--- config.mk ---
export PLATFORM = sky130hd
export DESIGN_NAME = hex_frame_crc_unpacker_flat
export DESIGN_NICKNAME = d
export VERILOG_FILES = /design/src/hfcu_pkg.sv /design/src/hfcu_if.sv /design/src/hfcu_ctrl.sv /design/src/hfcu_dpath.sv /design/src/hex_frame_crc_unpacker.sv /design/src/flat_wrapper.sv
export SDC_FILE = /design/constraint.sdc
export NUM_CORES = 1
export LEC_CHECK = 0
export BUFFER_PORTS_ARGS = -buffer_cell sky130_fd_sc_hd__buf_4
export CAP_MARGIN = 20
export CORE_MARGIN = 2
export CORE_UTILIZATION = 40
export CTS_CLUSTER_SIZE = 30
export DETAILED_ROUTE_END_ITERATION = 12
export HOLD_SLACK_MARGIN = 0.15
export PLACE_DENSITY = 0.61
export SLEW_MARGIN = 10
export SYNTH_ARGS = -nofsm -noshare
export SYNTH_HDL_FRONTEND = slang
export SYNTH_SLANG_ARGS = --single-unit
--- constraint.sdc ---
create_clock -name i_clk -period 6.5 [get_ports i_clk]
set_input_delay 0.65 -clock i_clk [delete_from_list [all_inputs] [get_ports i_clk]]
set_output_delay 0.65 -clock i_clk [all_outputs]
set_load 0.05 [all_outputs]
--- src/hfcu_pkg.sv ---
// ----------------------------------------------------------------------------
// hfcu_pkg
// Shared constants, types and helper functions of the hex frame CRC unpacker.
// ----------------------------------------------------------------------------
package hfcu_pkg;

    // Default sizes and saturation limits
    localparam int FRAME_BYTES_DEF = 32;
    localparam int COIL_TOP_DEF    = 63;
    localparam int REG_TOP_DEF     = 70;

    // Pointer registers cover the full limit range
    localparam int PTR_W = 8;

    // Operation codes
    localparam logic [1:0] OP_START = 2'd0;
    localparam logic [1:0] OP_BYTE  = 2'd1;
    localparam logic [1:0] OP_END   = 2'd2;
    localparam logic [1:0] OP_ROUND = 2'd3;

    // Module kinds
    localparam logic [2:0] KIND_DCNT = 3'd1;
    localparam logic [2:0] KIND_DIG  = 3'd2;
    localparam logic [2:0] KIND_CUR  = 3'd3;
    localparam logic [2:0] KIND_RTD  = 3'd4;

    // Decode walk: bytes 1..LAST_IDX are read, nibbles of bytes 1..NIB_CNT kept
    localparam int         IDX_W    = 5;
    localparam logic [4:0] LAST_IDX = 5'd22;
    localparam logic [4:0] NIB_LAST = 5'd18;
    localparam int         NIB_CNT  = 18;
    localparam int         VEC_W    = 4 * NIB_CNT;

    localparam logic [15:0] CRC_INIT = 16'hFFFF;
    localparam logic [15:0] CRC_POLY = 16'hA001;

    // Controller to datapath commands
    typedef struct packed {
        logic             start;
        logic             rd_en;
        logic [IDX_W-1:0] rd_idx;
        logic             emit;
        logic [3:0]       k;
        logic             last;
    } t_cmd;

    // Datapath to controller status
    typedef struct packed {
        logic       out_free;
        logic [3:0] n_res;
    } t_stat;

    // One entry of the reflected CRC-16 byte table
    function automatic logic [15:0] crc_entry(input logic [7:0] b);
        logic [15:0] c;
        c = {8'h00, b};
        for (int j = 0; j < 8; j++) begin
            c = c[0] ? ((c >> 1) ^ CRC_POLY) : (c >> 1);
        end
        return c;
    endfunction

    // Character to nibble, other characters keep the low four bits of c - 0x30 or c - 0x37
    function automatic logic [3:0] nibble_of(input logic [7:0] c);
        logic [7:0] v;
        v = (c <= 8'h39) ? (c - 8'h30) : (c - 8'h37);
        return v[3:0];
    endfunction

    // Nibble to upper-case hex character
    function automatic logic [7:0] hex_char(input logic [3:0] n);
        return (n <= 4'd9) ? (8'h30 + {4'h0, n}) : (8'h37 + {4'h0, n});
    endfunction

    // Frame length per kind
    function automatic logic [IDX_W-1:0] frame_len(input logic [2:0] kind);
        logic [IDX_W-1:0] len;
        case (kind)
            KIND_DCNT: len = 5'd11;
            KIND_DIG:  len = 5'd7;
            KIND_CUR:  len = 5'd22;
            KIND_RTD:  len = 5'd12;
            default:   len = 5'd5;
        endcase
        return len;
    endfunction

    // Number of writes per kind
    function automatic logic [3:0] result_count(input logic [2:0] kind);
        logic [3:0] n;
        case (kind)
            KIND_DCNT: n = 4'd12;
            KIND_DIG:  n = 4'd12;
            KIND_CUR:  n = 4'd6;
            KIND_RTD:  n = 4'd4;
            default:   n = 4'd0;
        endcase
        return n;
    endfunction

endpackage

--- src/hfcu_if.sv ---
// ----------------------------------------------------------------------------
// hfcu_in_if / hfcu_out_if
// Valid/ready channels of the hex frame CRC unpacker.
// ----------------------------------------------------------------------------
interface hfcu_in_if;
    logic       valid;
    logic       ready;
    logic [1:0] operation;
    logic [7:0] rx_byte;
    logic [2:0] module_kind;

    modport source (output valid, output operation, output rx_byte, output module_kind,
                    input ready);
    modport sink   (input valid, input operation, input rx_byte, input module_kind,
                    output ready);
endinterface

interface hfcu_out_if;
    logic        valid;
    logic        ready;
    logic        is_register;
    logic [6:0]  target_index;
    logic [15:0] write_value;
    logic        crc_failed;
    logic        last;

    modport source (output valid, output is_register, output target_index,
                    output write_value, output crc_failed, output last, input ready);
    modport sink   (input valid, input is_register, input target_index,
                    input write_value, input crc_failed, input last, output ready);
endinterface

--- src/hfcu_ctrl.sv ---
// ----------------------------------------------------------------------------
// hfcu_ctrl
// Sequencer: takes transactions, walks the frame store, paces the writes.
// ----------------------------------------------------------------------------
module hfcu_ctrl (
    input  logic               i_clk,
    input  logic               i_rst_n,
    input  logic               i_in_valid,
    input  logic [1:0]         i_op,
    output logic               o_in_ready,
    input  hfcu_pkg::t_stat    i_stat,
    output hfcu_pkg::t_cmd     o_cmd
);

    localparam logic [1:0] ST_IDLE  = 2'd0;
    localparam logic [1:0] ST_READ  = 2'd1;
    localparam logic [1:0] ST_DRAIN = 2'd2;
    localparam logic [1:0] ST_EMIT  = 2'd3;

    logic [1:0]                 r_state, n_state;
    logic [hfcu_pkg::IDX_W-1:0] r_idx, n_idx;
    logic [3:0]                 r_k, n_k;
    logic                       w_last;

    assign o_in_ready = (r_state == ST_IDLE);
    assign w_last     = (r_k == (i_stat.n_res - 4'd1));

    // Next state and commands
    always_comb begin
        n_state = r_state;
        n_idx   = r_idx;
        n_k     = r_k;
        o_cmd   = '0;
        case (r_state)
            ST_IDLE: begin
                if (i_in_valid && i_op == hfcu_pkg::OP_END) begin
                    o_cmd.start = 1'b1;
                    n_idx       = 5'd1;
                    n_state     = ST_READ;
                end
            end
            ST_READ: begin
                o_cmd.rd_en  = 1'b1;
                o_cmd.rd_idx = r_idx;
                if (r_idx == hfcu_pkg::LAST_IDX) begin
                    n_state = ST_DRAIN;
                end else begin
                    n_idx = r_idx + 5'd1;
                end
            end
            ST_DRAIN: begin
                n_k     = 4'd0;
                n_state = (i_stat.n_res == 4'd0) ? ST_IDLE : ST_EMIT;
            end
            ST_EMIT: begin
                if (i_stat.out_free) begin
                    o_cmd.emit = 1'b1;
                    o_cmd.k    = r_k;
                    o_cmd.last = w_last;
                    if (w_last) begin
                        n_state = ST_IDLE;
                    end else begin
                        n_k = r_k + 4'd1;
                    end
                end
            end
            default: begin
                n_state = ST_IDLE;
            end
        endcase
    end

    // State registers
    always_ff @(posedge i_clk) begin
        if (!i_rst_n) begin
            r_state <= ST_IDLE;
            r_idx   <= '0;
            r_k     <= '0;
        end else begin
            r_state <= n_state;
            r_idx   <= n_idx;
            r_k     <= n_k;
        end
    end

endmodule

--- src/hfcu_dpath.sv ---
// ----------------------------------------------------------------------------
// hfcu_dpath
// Frame store, CRC accumulator, nibble buffer, write pointers, output register.
// ----------------------------------------------------------------------------
module hfcu_dpath #(
    parameter int FRAME_BYTES = hfcu_pkg::FRAME_BYTES_DEF,
    parameter int COIL_TOP    = hfcu_pkg::COIL_TOP_DEF,
    parameter int REG_TOP     = hfcu_pkg::REG_TOP_DEF
) (
    input  logic               i_clk,
    input  logic               i_rst_n,
    input  logic               i_accept,
    input  logic [1:0]         i_op,
    input  logic [7:0]         i_rx_byte,
    input  logic [2:0]         i_kind,
    input  hfcu_pkg::t_cmd     i_cmd,
    output hfcu_pkg::t_stat    o_stat,
    input  logic               i_out_ready,
    output logic               o_out_valid,
    output logic               o_is_register,
    output logic [6:0]         o_target_index,
    output logic [15:0]        o_write_value,
    output logic               o_crc_failed,
    output logic               o_last
);

    localparam int ADDR_W = $clog2(FRAME_BYTES);
    localparam int CNT_W  = $clog2(FRAME_BYTES + 1);
    localparam logic [CNT_W-1:0] CNT_FULL = CNT_W'(FRAME_BYTES);
    localparam logic [hfcu_pkg::PTR_W-1:0] COIL_LIM = hfcu_pkg::PTR_W'(COIL_TOP);
    localparam logic [hfcu_pkg::PTR_W-1:0] REG_LIM  = hfcu_pkg::PTR_W'(REG_TOP);
    localparam int VW = hfcu_pkg::VEC_W;

    logic [7:0]                  r_mem [FRAME_BYTES];
    logic [FRAME_BYTES-1:0]      r_vld;
    logic [CNT_W-1:0]            r_cnt;
    logic [2:0]                  r_kind;
    logic [7:0]                  r_rd_data;
    logic                        r_rd_ok;
    logic                        r_rd_vld;
    logic [hfcu_pkg::IDX_W-1:0]  r_rd_idx;
    logic [15:0]                 r_crc;
    logic                        r_fail;
    logic [VW-1:0]               r_vec;
    logic [hfcu_pkg::PTR_W-1:0]  r_coil_ptr, r_reg_ptr;
    logic                        r_out_vld;

    logic                        w_wr;
    logic [ADDR_W-1:0]           w_rd_addr;
    logic [7:0]                  w_byte;
    logic [hfcu_pkg::IDX_W-1:0]  w_len;
    logic [hfcu_pkg::IDX_W-1:0]  w_pos;
    logic [3:0]                  w_crc_nib;
    logic                        w_is_coil_kind;
    logic                        w_is_reg;
    logic [15:0]                 w_value;

    assign w_wr      = i_accept && (i_op == hfcu_pkg::OP_BYTE) && (r_cnt < CNT_FULL);
    assign w_rd_addr = ADDR_W'(i_cmd.rd_idx);
    assign w_byte    = r_rd_ok ? r_rd_data : 8'h00;
    assign w_len     = hfcu_pkg::frame_len(r_kind);
    assign w_pos     = r_rd_idx - (w_len - 5'd3);

    // Pick the expected CRC digit, most significant first
    always_comb begin
        case (w_pos[1:0])
            2'd0:    w_crc_nib = r_crc[15:12];
            2'd1:    w_crc_nib = r_crc[11:8];
            2'd2:    w_crc_nib = r_crc[7:4];
            default: w_crc_nib = r_crc[3:0];
        endcase
    end

    // Select the write value for the current result
    assign w_is_coil_kind = (r_kind == hfcu_pkg::KIND_DCNT) || (r_kind == hfcu_pkg::KIND_DIG);
    always_comb begin
        w_is_reg = 1'b1;
        w_value  = 16'h0000;
        if (w_is_coil_kind) begin
            if (r_kind == hfcu_pkg::KIND_DCNT && i_cmd.k == 4'd11) begin
                w_value = r_vec[VW-13 -: 16];
            end else begin
                w_is_reg = 1'b0;
                w_value  = {15'h0000, r_vec[VW-1]};
            end
        end else if (r_kind == hfcu_pkg::KIND_CUR) begin
            w_value = {4'h0, r_vec[VW-1 -: 12]};
        end else begin
            w_value = {8'h00, r_vec[VW-1 -: 8]};
        end
    end

    // Frame store write and registered read
    always_ff @(posedge i_clk) begin
        if (w_wr) begin
            r_mem[r_cnt[ADDR_W-1:0]] <= i_rx_byte;
        end
        if (i_cmd.rd_en) begin
            r_rd_data <= r_mem[w_rd_addr];
        end
    end

    // Payload registers
    always_ff @(posedge i_clk) begin
        if (i_cmd.start) begin
            r_crc  <= hfcu_pkg::CRC_INIT;
            r_fail <= 1'b0;
        end else if (r_rd_vld) begin
            if (r_rd_idx <= w_len - 5'd4) begin
                r_crc <= (r_crc >> 8) ^ hfcu_pkg::crc_entry(r_crc[7:0] ^ w_byte);
            end else if (r_rd_idx <= w_len) begin
                if (hfcu_pkg::hex_char(w_crc_nib) != w_byte) begin
                    r_fail <= 1'b1;
                end
            end
        end
        if (r_rd_vld && r_rd_idx <= hfcu_pkg::NIB_LAST) begin
            r_vec <= {r_vec[VW-5:0], hfcu_pkg::nibble_of(w_byte)};
        end else if (i_cmd.emit) begin
            if (!w_is_reg) begin
                r_vec[VW-1 -: 12] <= {r_vec[VW-2 -: 11], 1'b0};
            end else if (r_kind == hfcu_pkg::KIND_CUR) begin
                r_vec <= {r_vec[VW-13:0], 12'h000};
            end else if (r_kind == hfcu_pkg::KIND_RTD) begin
                r_vec <= {r_vec[VW-9:0], 8'h00};
            end
        end
        r_rd_ok  <= r_vld[w_rd_addr];
        r_rd_idx <= i_cmd.rd_idx;
        if (i_cmd.emit) begin
            o_is_register  <= w_is_reg;
            o_target_index <= w_is_reg ? r_reg_ptr[6:0] : r_coil_ptr[6:0];
            o_write_value  <= r_fail ? 16'h0000 : w_value;
            o_crc_failed   <= r_fail;
            o_last         <= i_cmd.last;
        end
    end

    // Control registers
    always_ff @(posedge i_clk) begin
        if (!i_rst_n) begin
            r_vld      <= '0;
            r_cnt      <= '0;
            r_kind     <= '0;
            r_rd_vld   <= 1'b0;
            r_coil_ptr <= 8'd1;
            r_reg_ptr  <= 8'd2;
            r_out_vld  <= 1'b0;
        end else begin
            r_rd_vld <= i_cmd.rd_en;
            // Window control
            if (i_accept && i_op == hfcu_pkg::OP_START) begin
                r_vld  <= '0;
                r_cnt  <= '0;
                r_kind <= i_kind;
            end else if (i_accept && i_op == hfcu_pkg::OP_END) begin
                r_cnt <= '0;
            end else if (w_wr) begin
                r_vld[r_cnt[ADDR_W-1:0]] <= 1'b1;
                r_cnt <= r_cnt + 1'b1;
            end
            // Rewind on start round, else advance and saturate write pointers
            if (i_accept && i_op == hfcu_pkg::OP_ROUND) begin
                r_coil_ptr <= 8'd1;
                r_reg_ptr  <= 8'd2;
            end else if (i_cmd.emit) begin
                if (w_is_reg) begin
                    if (r_reg_ptr < REG_LIM) begin
                        r_reg_ptr <= r_reg_ptr + 8'd1;
                    end
                end else if (r_coil_ptr < COIL_LIM) begin
                    r_coil_ptr <= r_coil_ptr + 8'd1;
                end
            end
            // Output slot
            if (i_cmd.emit) begin
                r_out_vld <= 1'b1;
            end else if (i_out_ready) begin
                r_out_vld <= 1'b0;
            end
        end
    end

    assign o_out_valid     = r_out_vld;
    assign o_stat.out_free = !r_out_vld || i_out_ready;
    assign o_stat.n_res    = hfcu_pkg::result_count(r_kind);

endmodule

--- src/hex_frame_crc_unpacker.sv ---
// ----------------------------------------------------------------------------
// hex_frame_crc_unpacker
// Collects an ASCII reply frame, checks its CRC-16 and unpacks coil/register
// writes from its hex digits.
// ----------------------------------------------------------------------------
// Usage:
//   i_in carries one operation per transaction: start window (clears the
//   frame store, latches the module kind), received byte (stored while the
//   store has room), end window (decode) and start round (rewinds the coil
//   and register pointers).
//   Start window, byte and start round leave ready high.
//   End window walks bytes 1..22 of the store through its single read port,
//   one byte per cycle, updating the CRC and buffering nibbles, then
//   finishes the last byte in a drain state: ready is low throughout and
//   stays low while the writes are issued. The writes then follow one per
//   cycle while the output slot is free (4, 6 or 12 writes; none for an
//   unknown kind).
//   o_out holds each write in an output register; a stalled receiver freezes
//   the write sequence, and the last write may wait while i_in takes new
//   transactions.
//   Reset empties the store, clears the byte count and kind, sets the coil
//   pointer to 1 and the register pointer to 2, and drops o_out.valid.
// ----------------------------------------------------------------------------
module hex_frame_crc_unpacker #(
    parameter int FRAME_BYTES = hfcu_pkg::FRAME_BYTES_DEF,
    parameter int COIL_TOP    = hfcu_pkg::COIL_TOP_DEF,
    parameter int REG_TOP     = hfcu_pkg::REG_TOP_DEF
) (
    input  logic        i_clk,
    input  logic        i_rst_n,
    hfcu_in_if.sink     i_in,
    hfcu_out_if.source  o_out
);

    hfcu_pkg::t_cmd  w_cmd;
    hfcu_pkg::t_stat w_stat;
    logic            w_in_ready;
    logic            w_accept;

    assign i_in.ready = w_in_ready;
    assign w_accept   = i_in.valid && w_in_ready;

    // Sequencer
    hfcu_ctrl u_ctrl (
        .i_clk      (i_clk),
        .i_rst_n    (i_rst_n),
        .i_in_valid (i_in.valid),
        .i_op       (i_in.operation),
        .o_in_ready (w_in_ready),
        .i_stat     (w_stat),
        .o_cmd      (w_cmd)
    );

    // Datapath
    hfcu_dpath #(
        .FRAME_BYTES (FRAME_BYTES),
        .COIL_TOP    (COIL_TOP),
        .REG_TOP     (REG_TOP)
    ) u_dpath (
        .i_clk          (i_clk),
        .i_rst_n        (i_rst_n),
        .i_accept       (w_accept),
        .i_op           (i_in.operation),
        .i_rx_byte      (i_in.rx_byte),
        .i_kind         (i_in.module_kind),
        .i_cmd          (w_cmd),
        .o_stat         (w_stat),
        .i_out_ready    (o_out.ready),
        .o_out_valid    (o_out.valid),
        .o_is_register  (o_out.is_register),
        .o_target_index (o_out.target_index),
        .o_write_value  (o_out.write_value),
        .o_crc_failed   (o_out.crc_failed),
        .o_last         (o_out.last)
    );

endmodule

--- src/flat_wrapper.sv ---
// flat-port wrapper written by rule: the top's interface ports become plain ports
module hex_frame_crc_unpacker_flat 
#(
    parameter int FRAME_BYTES = hfcu_pkg::FRAME_BYTES_DEF,
    parameter int COIL_TOP    = hfcu_pkg::COIL_TOP_DEF,
    parameter int REG_TOP     = hfcu_pkg::REG_TOP_DEF
)
  (i_clk, i_rst_n, i_in_valid, i_in_operation, i_in_rx_byte, i_in_module_kind, i_in_ready, o_out_valid, o_out_is_register, o_out_target_index, o_out_write_value, o_out_crc_failed, o_out_last, o_out_ready);
  hfcu_in_if i_in_i ();
  hfcu_out_if o_out_i ();
  input  logic i_clk;
  input  logic i_rst_n;
  input wire logic [$bits(i_in_i.valid)-1:0] i_in_valid;
  input wire logic [$bits(i_in_i.operation)-1:0] i_in_operation;
  input wire logic [$bits(i_in_i.rx_byte)-1:0] i_in_rx_byte;
  input wire logic [$bits(i_in_i.module_kind)-1:0] i_in_module_kind;
  output wire logic [$bits(i_in_i.ready)-1:0] i_in_ready;
  output wire logic [$bits(o_out_i.valid)-1:0] o_out_valid;
  output wire logic [$bits(o_out_i.is_register)-1:0] o_out_is_register;
  output wire logic [$bits(o_out_i.target_index)-1:0] o_out_target_index;
  output wire logic [$bits(o_out_i.write_value)-1:0] o_out_write_value;
  output wire logic [$bits(o_out_i.crc_failed)-1:0] o_out_crc_failed;
  output wire logic [$bits(o_out_i.last)-1:0] o_out_last;
  input wire logic [$bits(o_out_i.ready)-1:0] o_out_ready;
  assign i_in_i.valid = i_in_valid;
  assign i_in_i.operation = i_in_operation;
  assign i_in_i.rx_byte = i_in_rx_byte;
  assign i_in_i.module_kind = i_in_module_kind;
  assign i_in_ready = i_in_i.ready;
  assign o_out_valid = o_out_i.valid;
  assign o_out_is_register = o_out_i.is_register;
  assign o_out_target_index = o_out_i.target_index;
  assign o_out_write_value = o_out_i.write_value;
  assign o_out_crc_failed = o_out_i.crc_failed;
  assign o_out_last = o_out_i.last;
  assign o_out_i.ready = o_out_ready;
  hex_frame_crc_unpacker #(.FRAME_BYTES(FRAME_BYTES), .COIL_TOP(COIL_TOP), .REG_TOP(REG_TOP)) u_core (.i_clk(i_clk), .i_rst_n(i_rst_n), .i_in(i_in_i), .o_out(o_out_i));
endmodule
==> results_dict.tcl, run 1 <==
set metrics [dict create \
    status "completed" \
    drt-initial-drc-count 1111 \
    antenna_found_initial 0 \
    syn_inst 1637 \
    setup_viol 0 \
    ys.flop_type "edfxtp_1" \
    cp.arrival_ns 4.40 \
    ant_nets 0 \
    area_growth_pct 12.8 \
    grt_pass1_wl_um 71300 \
    io_buffers 44 \
    vdd_drop_max_mv 0.245 \
    async_flop_share 0 \
    worstSkewPairLatency_ns 0.60 \
    die_x_um 226 \
    power_frac_comb 0.083 \
    finalNonFillerCells 2341 \
    p_sw_frac 0.228 \
    fin_crit_sh 0.622 \
    end_kind "flip-flop" \
    syn_area_sq_mm 0.0198 \
    internal-power_w 0.00517 \
    syn-num-nets 1676 \
    hp-class "in -> reg" \
    route.vias.total 12893 \
    seq_area_frac_synth 0.644 \
    powerDensity_mw_per_mm2 300 \
    tritoncts "yes" \
    grt_max_degree 106 \
    ys_warn_count 0 \
    cts_num_sinks 455 \
    ios 45 \
    place_area_sq_mm 0.0206 \
    cts_buffer_depth 3 \
    core_sq_mm 0.0488 \
    cts-hold-fix-buffers 0 \
    max_clock_freq_ghz 0.247 \
    synthDistinctLibCells 65 \
    worst_pin_slew_ns 1.09 \
    power.switching_w 0.00152 \
    leakagePower_nw 7.40 \
    fp.dieH_um 226 \
    cts_resized 0 \
    cts_inserted_buffers 48 \
    post_cts.repair.setup_buffers 0 \
    crit_required_ns 6.85 \
    htree_levels 2 \
    rows 81 \
    routedWlPerCell_um 19.2 \
    multi_input_area_sq_mm 0.00657 \
    totalNegativeSetupSlack_ns 0 \
    ys_ff_latch 455 \
    seqPwrFrac 0.492 \
    drv_slew 0 \
    slew_headroom 0.266 \
    worstSetupPathType "reg -> reg" \
    synth_edf_count 362 \
    rsz0062_at_grt "false" \
    die_area_sq_mm 0.0512 \
    cts_root_buffer "clkbuf_16" \
    final_nets 1677 \
    critPathLaunchType "flip-flop" \
    start_util 0.405 \
    grt_remaining_overflow 0 \
    cp_max_fo 105 \
    dp_hpwl_um 27400 \
    antenna_cells 0 \
    path_clk_slew_ns 0.06 \
    hold_violations 0 \
    drcViolationCount 0 \
    avgSynthCellArea_sq_um 12.1 \
    drv_cap 0 \
    wl_um 45000 \
    clkPwrFrac 0.425 \
    seq_area_sq_mm 0.0127 \
    drtPass1Iterations 5 \
    dpl.cell_count 2251 \
    grt_pass1_vias 12559 \
    skew_ns 0.0383 \
    grt_usage 0.178 \
    num-fill-cells 4435 \
    final_area_sq_mm 0.0223 \
    period_needed_ns 4.05 \
    final_layout_size_suffix_gt1_frac 0.0954 \
    gp_congestion 0.842 \
    via_per_inst 5.51 \
]
==> kinds of logic after synthesis <==
logic type | after synthesis | share of synthesized area
AOI/OAI and AO/OA | 420 | 0.142
xor gates and xnor gates | 51 | 0.0251
adders and majority gates | 22 | 0.0139
buffers and inverters | 129 | 0.0254
DFF | 455 | 0.644
muxes | 87 | 0.0472
and+or+nand+nor | 473 | 0.103
==> metrics by stage <==
| stage | hold slack, ns | worst slack (ns) | util | total power (W) |
|---|---|---|---|---|
| global placement | 0.435 | 2.51 | 0.423 | 0.00390 |
| detailed placement | 0.448 | 2.43 | 0.423 | 0.00391 |
| finish | 0.332 | 2.45 | 0.457 | 0.00669 |
| CTS | 0.304 | 2.38 | 0.457 | 0.00676 |
| floorplan | 0.406 | 0.318 | - | 0.00376 |
| global route | 0.341 | 2.04 | 0.457 | 0.00694 |
==> cell usage in the layout (no fill, tap or decap), types with 11 or more instances in the layout <==
cell and n:
buf_4 56, ha_1 22, o21ai_0 94, edfxtp_1 362
inv_1 19, clkinv_2 11, a21oi_1 49, clkbuf_16 49
dfxtp_1 93, xnor2_1 25, nand3_1 11, o21a_1 15
a31oi_1 53, o211ai_1 26, nor2_1 154, xor2_1 22
nor2b_1 15, mux2i_1 76, a211oi_1 67, o221ai_1 55
o22ai_1 21, nand2_1 220
==> sequential cells by signal, indices dropped and copies added (netlist names) <==
register and flops:
u_core.u_dpath.r_mem 256, u_core.u_dpath.r_vec 72, u_core.u_dpath.r_vld 32, u_core.u_dpath.o_write_value 16, u_core.u_dpath.r_crc 16, u_core.u_dpath.r_coil_ptr 8, u_core.u_dpath.r_rd_data 8, u_core.u_dpath.r_reg_ptr 8
u_core.u_dpath.o_target_index 7, u_core.u_dpath.r_cnt 6, u_core.u_ctrl.r_idx 5, u_core.u_dpath.r_rd_idx 5, u_core.u_ctrl.r_k 4, u_core.u_dpath.r_kind 3, u_core.u_ctrl.r_state 2, u_core.u_dpath.o_crc_failed 1
u_core.u_dpath.o_is_register 1, u_core.u_dpath.o_last 1, u_core.u_dpath.o_out_valid 1, u_core.u_dpath.r_fail 1, u_core.u_dpath.r_rd_ok 1, u_core.u_dpath.r_rd_vld 1
==> worst paths after layout <==
kind	from	endpoint	slack, ns	cells past startpoint
hold / removal	i_in_module_kind[1]	u_core.u_dpath.r_kind[1]$_SDFFE_PN0P_	0.33	3
hold reg to reg	u_core.u_dpath.r_vld[0]$_SDFFE_PP0P_	u_core.u_dpath.r_vld[0]$_SDFFE_PP0P_	0.46	1
setup reg to reg	u_core.u_ctrl.r_state[1]$_SDFFE_PN0P_	u_core.u_dpath.r_rd_data[1]$_DFFE_PP_	2.45	11
setup / recovery	u_core.u_ctrl.r_state[1]$_SDFFE_PN0P_	u_core.u_dpath.r_rd_data[1]$_DFFE_PP_	2.45	11
==> power by group through the flow <==
stage	logic [W]	registers (W)	clock network [W]
3_3_place_gp	0.000541	0.00336	0
6_report	0.000554	0.00330	0.00284
2_1_floorplan	0.000426	0.00333	0
3_5_place_dp	0.000555	0.00336	0
4_1_cts	0.000558	0.00330	0.00290
5_1_grt	0.000618	0.00331	0.00301
==> synth_stat cells (5+ instances only) <==
cell	number	share of area
a211oi_1	67	0.025
a21o_1	10	0.0038
a21oi_1	50	0.013
a31oi_1	53	0.017
and2_0	8	0.0025
and2_1	10	0.0032
and3_1	10	0.0032
buf_1	7	0.0013
buf_2	12	0.0030
clkbuf_1	85	0.016
dfxtp_1	93	0.094
edfxtp_1	362	0.55
ha_1	22	0.014
inv_1	21	0.0040
mux2_2	7	0.0040
mux2i_1	76	0.038
nand2_1	221	0.042
nand2b_1	6	0.0019
nand3_1	11	0.0028
nand4_1	8	0.0025
nor2_1	156	0.030
nor2b_1	15	0.0047
o211ai_1	26	0.0099
o21a_1	15	0.0057
o21ai_0	96	0.024
o221ai_1	55	0.024
o22ai_1	21	0.0066
or3_1	5	0.0016
xnor2_1	25	0.011
xor2_1	22	0.0097
==> metal layers <==
layer / vias up / GRT usage / wire length, um
li1: 6160 / - / -
met1: 6279 / 0.245 / 20300
met2: 360 / 0.287 / 21100
met3: 94 / 0.0282 / 2290
met4: 0 / 0.0618 / 1230
met5: - / 0 / 0
==> area by class of cell <==
| cell class | count | area share |
|---|---|---|
| Timing Repair Buffer | 56 | 0.0188 |
| Multi-Input combinational cell | 1053 | 0.295 |
| Clock inverter | 23 | 0.0133 |
| Tap cell | 664 | 0.0372 |
| Sequential cell | 455 | 0.571 |
| Inverter | 24 | 0.00432 |
| Clock buffer | 66 | 0.0610 |
==> critical path: stages (launching register included) <==
cell and delay, ns:
dfxtp_1 0.55, nand2b_1 0.25, clkinv_1 0.46, nand2_2 0.46, inv_6 0.36, buf_4 0.48
and2_0 0.26, a211oi_1 0.21, a211oi_1 0.09, a211oi_1 0.38, a211oi_1 0.10, a21o_1 0.19
Power figures use the tool's default switching activity.
==> inputs of run 2 (changes only) <==
--- a/config.mk
+++ b/config.mk
@@ -12,7 +12,7 @@
 export CTS_CLUSTER_SIZE = 30
 export DETAILED_ROUTE_END_ITERATION = 12
 export HOLD_SLACK_MARGIN = 0.15
-export PLACE_DENSITY = 0.61
+export PLACE_DENSITY = 0.59
 export SLEW_MARGIN = 10
 export SYNTH_ARGS = -nofsm -noshare
 export SYNTH_HDL_FRONTEND = slang
==> constraint.sdc (replaced) <==
create_clock -name i_clk -period 3.9 [get_ports i_clk]
set_input_delay 0.39 -clock i_clk [delete_from_list [all_inputs] [get_ports i_clk]]
set_output_delay 0.39 -clock i_clk [all_outputs]
set_load 0.05 [all_outputs]
==> results_dict.tcl, run 2 (synthesis results as in run 1) <==
set metrics [dict create \
    end_kind "flip-flop" \
    rsz0062_at_grt "false" \
    path_clk_slew_ns 0.06 \
    rows 81 \
    max_clock_freq_ghz 0.286 \
    cts_buffer_depth 3 \
    crit_start "u_core.u_dpath.r_kind[0]$_SDFFE_PN0P_" \
    fin_util 0.463 \
    internal-power_w 0.00852 \
    num-fill-cells 4428 \
    mostFrequentLayoutCells "362 x edfxtp_1, 220 x nand2_1, 154 x nor2_1" \
    grt_pass1_wl_um 70000 \
    grt_pass1_vias 12542 \
    p_sw_frac 0.233 \
    final_layout_size_suffix_gt1_frac 0.112 \
    core_sq_mm 0.0488 \
    worst_pin_slew_ns 1.01 \
    hp-class "in -> reg" \
    setup_viol 0 \
    via_per_inst 5.43 \
    fp.dieH_um 226 \
    worstSetupPathType "reg -> reg" \
    leakagePower_nw 7.60 \
    crit_required_ns 4.38 \
    ant_nets 0 \
    area_growth_pct 14.4 \
    critPathLaunchType "flip-flop" \
    seqPwrFrac 0.494 \
    routedWlPerCell_um 18.5 \
    tritoncts "yes" \
    ios 45 \
    cts_root_buffer "clkbuf_16" \
    worstSkewPairLatency_ns 0.60 \
    dpl.cell_count 2284 \
    period_needed_ns 3.49 \
    finalNonFillerCells 2383 \
    grt_max_degree 101 \
    htree_levels 2 \
    skew_ns 0.0364 \
    slew_headroom 0.321 \
    grt_usage 0.175 \
    final_common_cell "edfxtp_1" \
    power_frac_comb 0.085 \
    dp_hpwl_um 27500 \
    drt-initial-drc-count 1080 \
    antenna_cells 0 \
    fin_crit_sh 0.895 \
    die_x_um 226 \
    drcViolationCount 0 \
    cp.arrival_ns 3.97 \
    cts_inserted_buffers 50 \
    cts_num_sinks 455 \
    die_area_sq_mm 0.0512 \
    route.vias.total 12951 \
    gp_congestion 0.859 \
    status "completed" \
    drv_cap 0 \
    final_nets 1716 \
    wl_um 44200 \
    post_cts.repair.setup_buffers 0 \
    vdd_drop_max_mv 0.358 \
    hold_violations 0 \
    clkPwrFrac 0.421 \
    start_util 0.405 \
    r2r_start "u_core.u_dpath.r_kind[0]$_SDFFE_PN0P_" \
    largest_reg_flops 256 \
    cp_max_fo 7 \
    totalNegativeSetupSlack_ns 0 \
    drtPass1Iterations 6 \
    grt_remaining_overflow 0 \
    power.switching_w 0.00259 \
    holdCritStartpoint "i_in_rx_byte[1]" \
    drv_slew 0 \
    powerDensity_mw_per_mm2 491 \
    antenna_found_initial 0 \
    io_buffers 44 \
]
run 2: repair_timing:
action / in CTS / in global routing
gates resized for setup: 0 / 0
hold buffers: 4 / 0
endpoints found under the hold margin: 10 / 0
endpoints found under the setup margin: 0 / 0
run 2: power groups by stage:
stage | combinational [W] | clock, W | sequential [W]
floorplan | 0.000711 | 0 | 0.00555
detailed placement | 0.000938 | 0 | 0.00559
CTS | 0.000946 | 0.00479 | 0.00549
global route | 0.00104 | 0.00499 | 0.00551
global placement | 0.000906 | 0 | 0.00559
finish | 0.000940 | 0.00468 | 0.00549
run 2: metal layers:
metal | vias up | GRT usage | part of all wire
met5 | - | 0 | 0
met4 | 0 | 0.0494 | 0.021
met3 | 61 | 0.0317 | 0.050
met2 | 312 | 0.282 | 0.47
met1 | 6353 | 0.242 | 0.46
li1 | 6225 | - | -
run 2: area by class of cell:
type | count | area (sq um) | area share
timing repair buffer | 93 | 753 | 0.0333
clock inverter | 31 | 315 | 0.0139
multi-input combinational | 1053 | 6570 | 0.290
inverter | 24 | 95.1 | 0.00420
clock buffer | 63 | 1320 | 0.0584
tap | 664 | 831 | 0.0367
sequential | 455 | 12700 | 0.563
run 2: path summary, 6_finish.rpt:
| path | endpoint | slack, ns | cells after the start |
|---|---|---|---|
| worst max-delay path | u_core.u_dpath.r_fail$_SDFFE_PP0P_ | 0.41 | 11 |
| worst min-delay path | u_core.u_dpath.r_mem[15][1]$_DFFE_PP_ | 0.23 | 1 |
| worst max register to register | u_core.u_dpath.r_fail$_SDFFE_PP0P_ | 0.41 | 11 |
| worst min register to register | u_core.u_dpath.r_vld[11]$_SDFFE_PP0P_ | 0.46 | 2 |
run 2: metrics by stage:
stage                     area (sq um)  hold slack (ns)  setup WS [ns]  total power, W
after global routing             22600            0.220          0.114          0.0115
after global placement           20900            0.438          0.526         0.00650
after detailed placement         20900            0.447          0.446         0.00653
after CTS                        22600            0.202          0.418          0.0112
final                            22600            0.230          0.409          0.0111
after floorplan                  19800            0.406          0.253         0.00626
run 2: critical path, stage by stage (launching register included):
cell	delay, ns
dfxtp_1	0.37
nand2b_1	0.20
a21oi_1	0.32
nor2_1	0.09
ha_1	0.36
xnor2_2	0.35
mux4_2	0.64
nand2_1	0.09
a2111oi_1	0.06
or4b_1	0.53
a221oi_1	0.25
a211oi_1	0.11
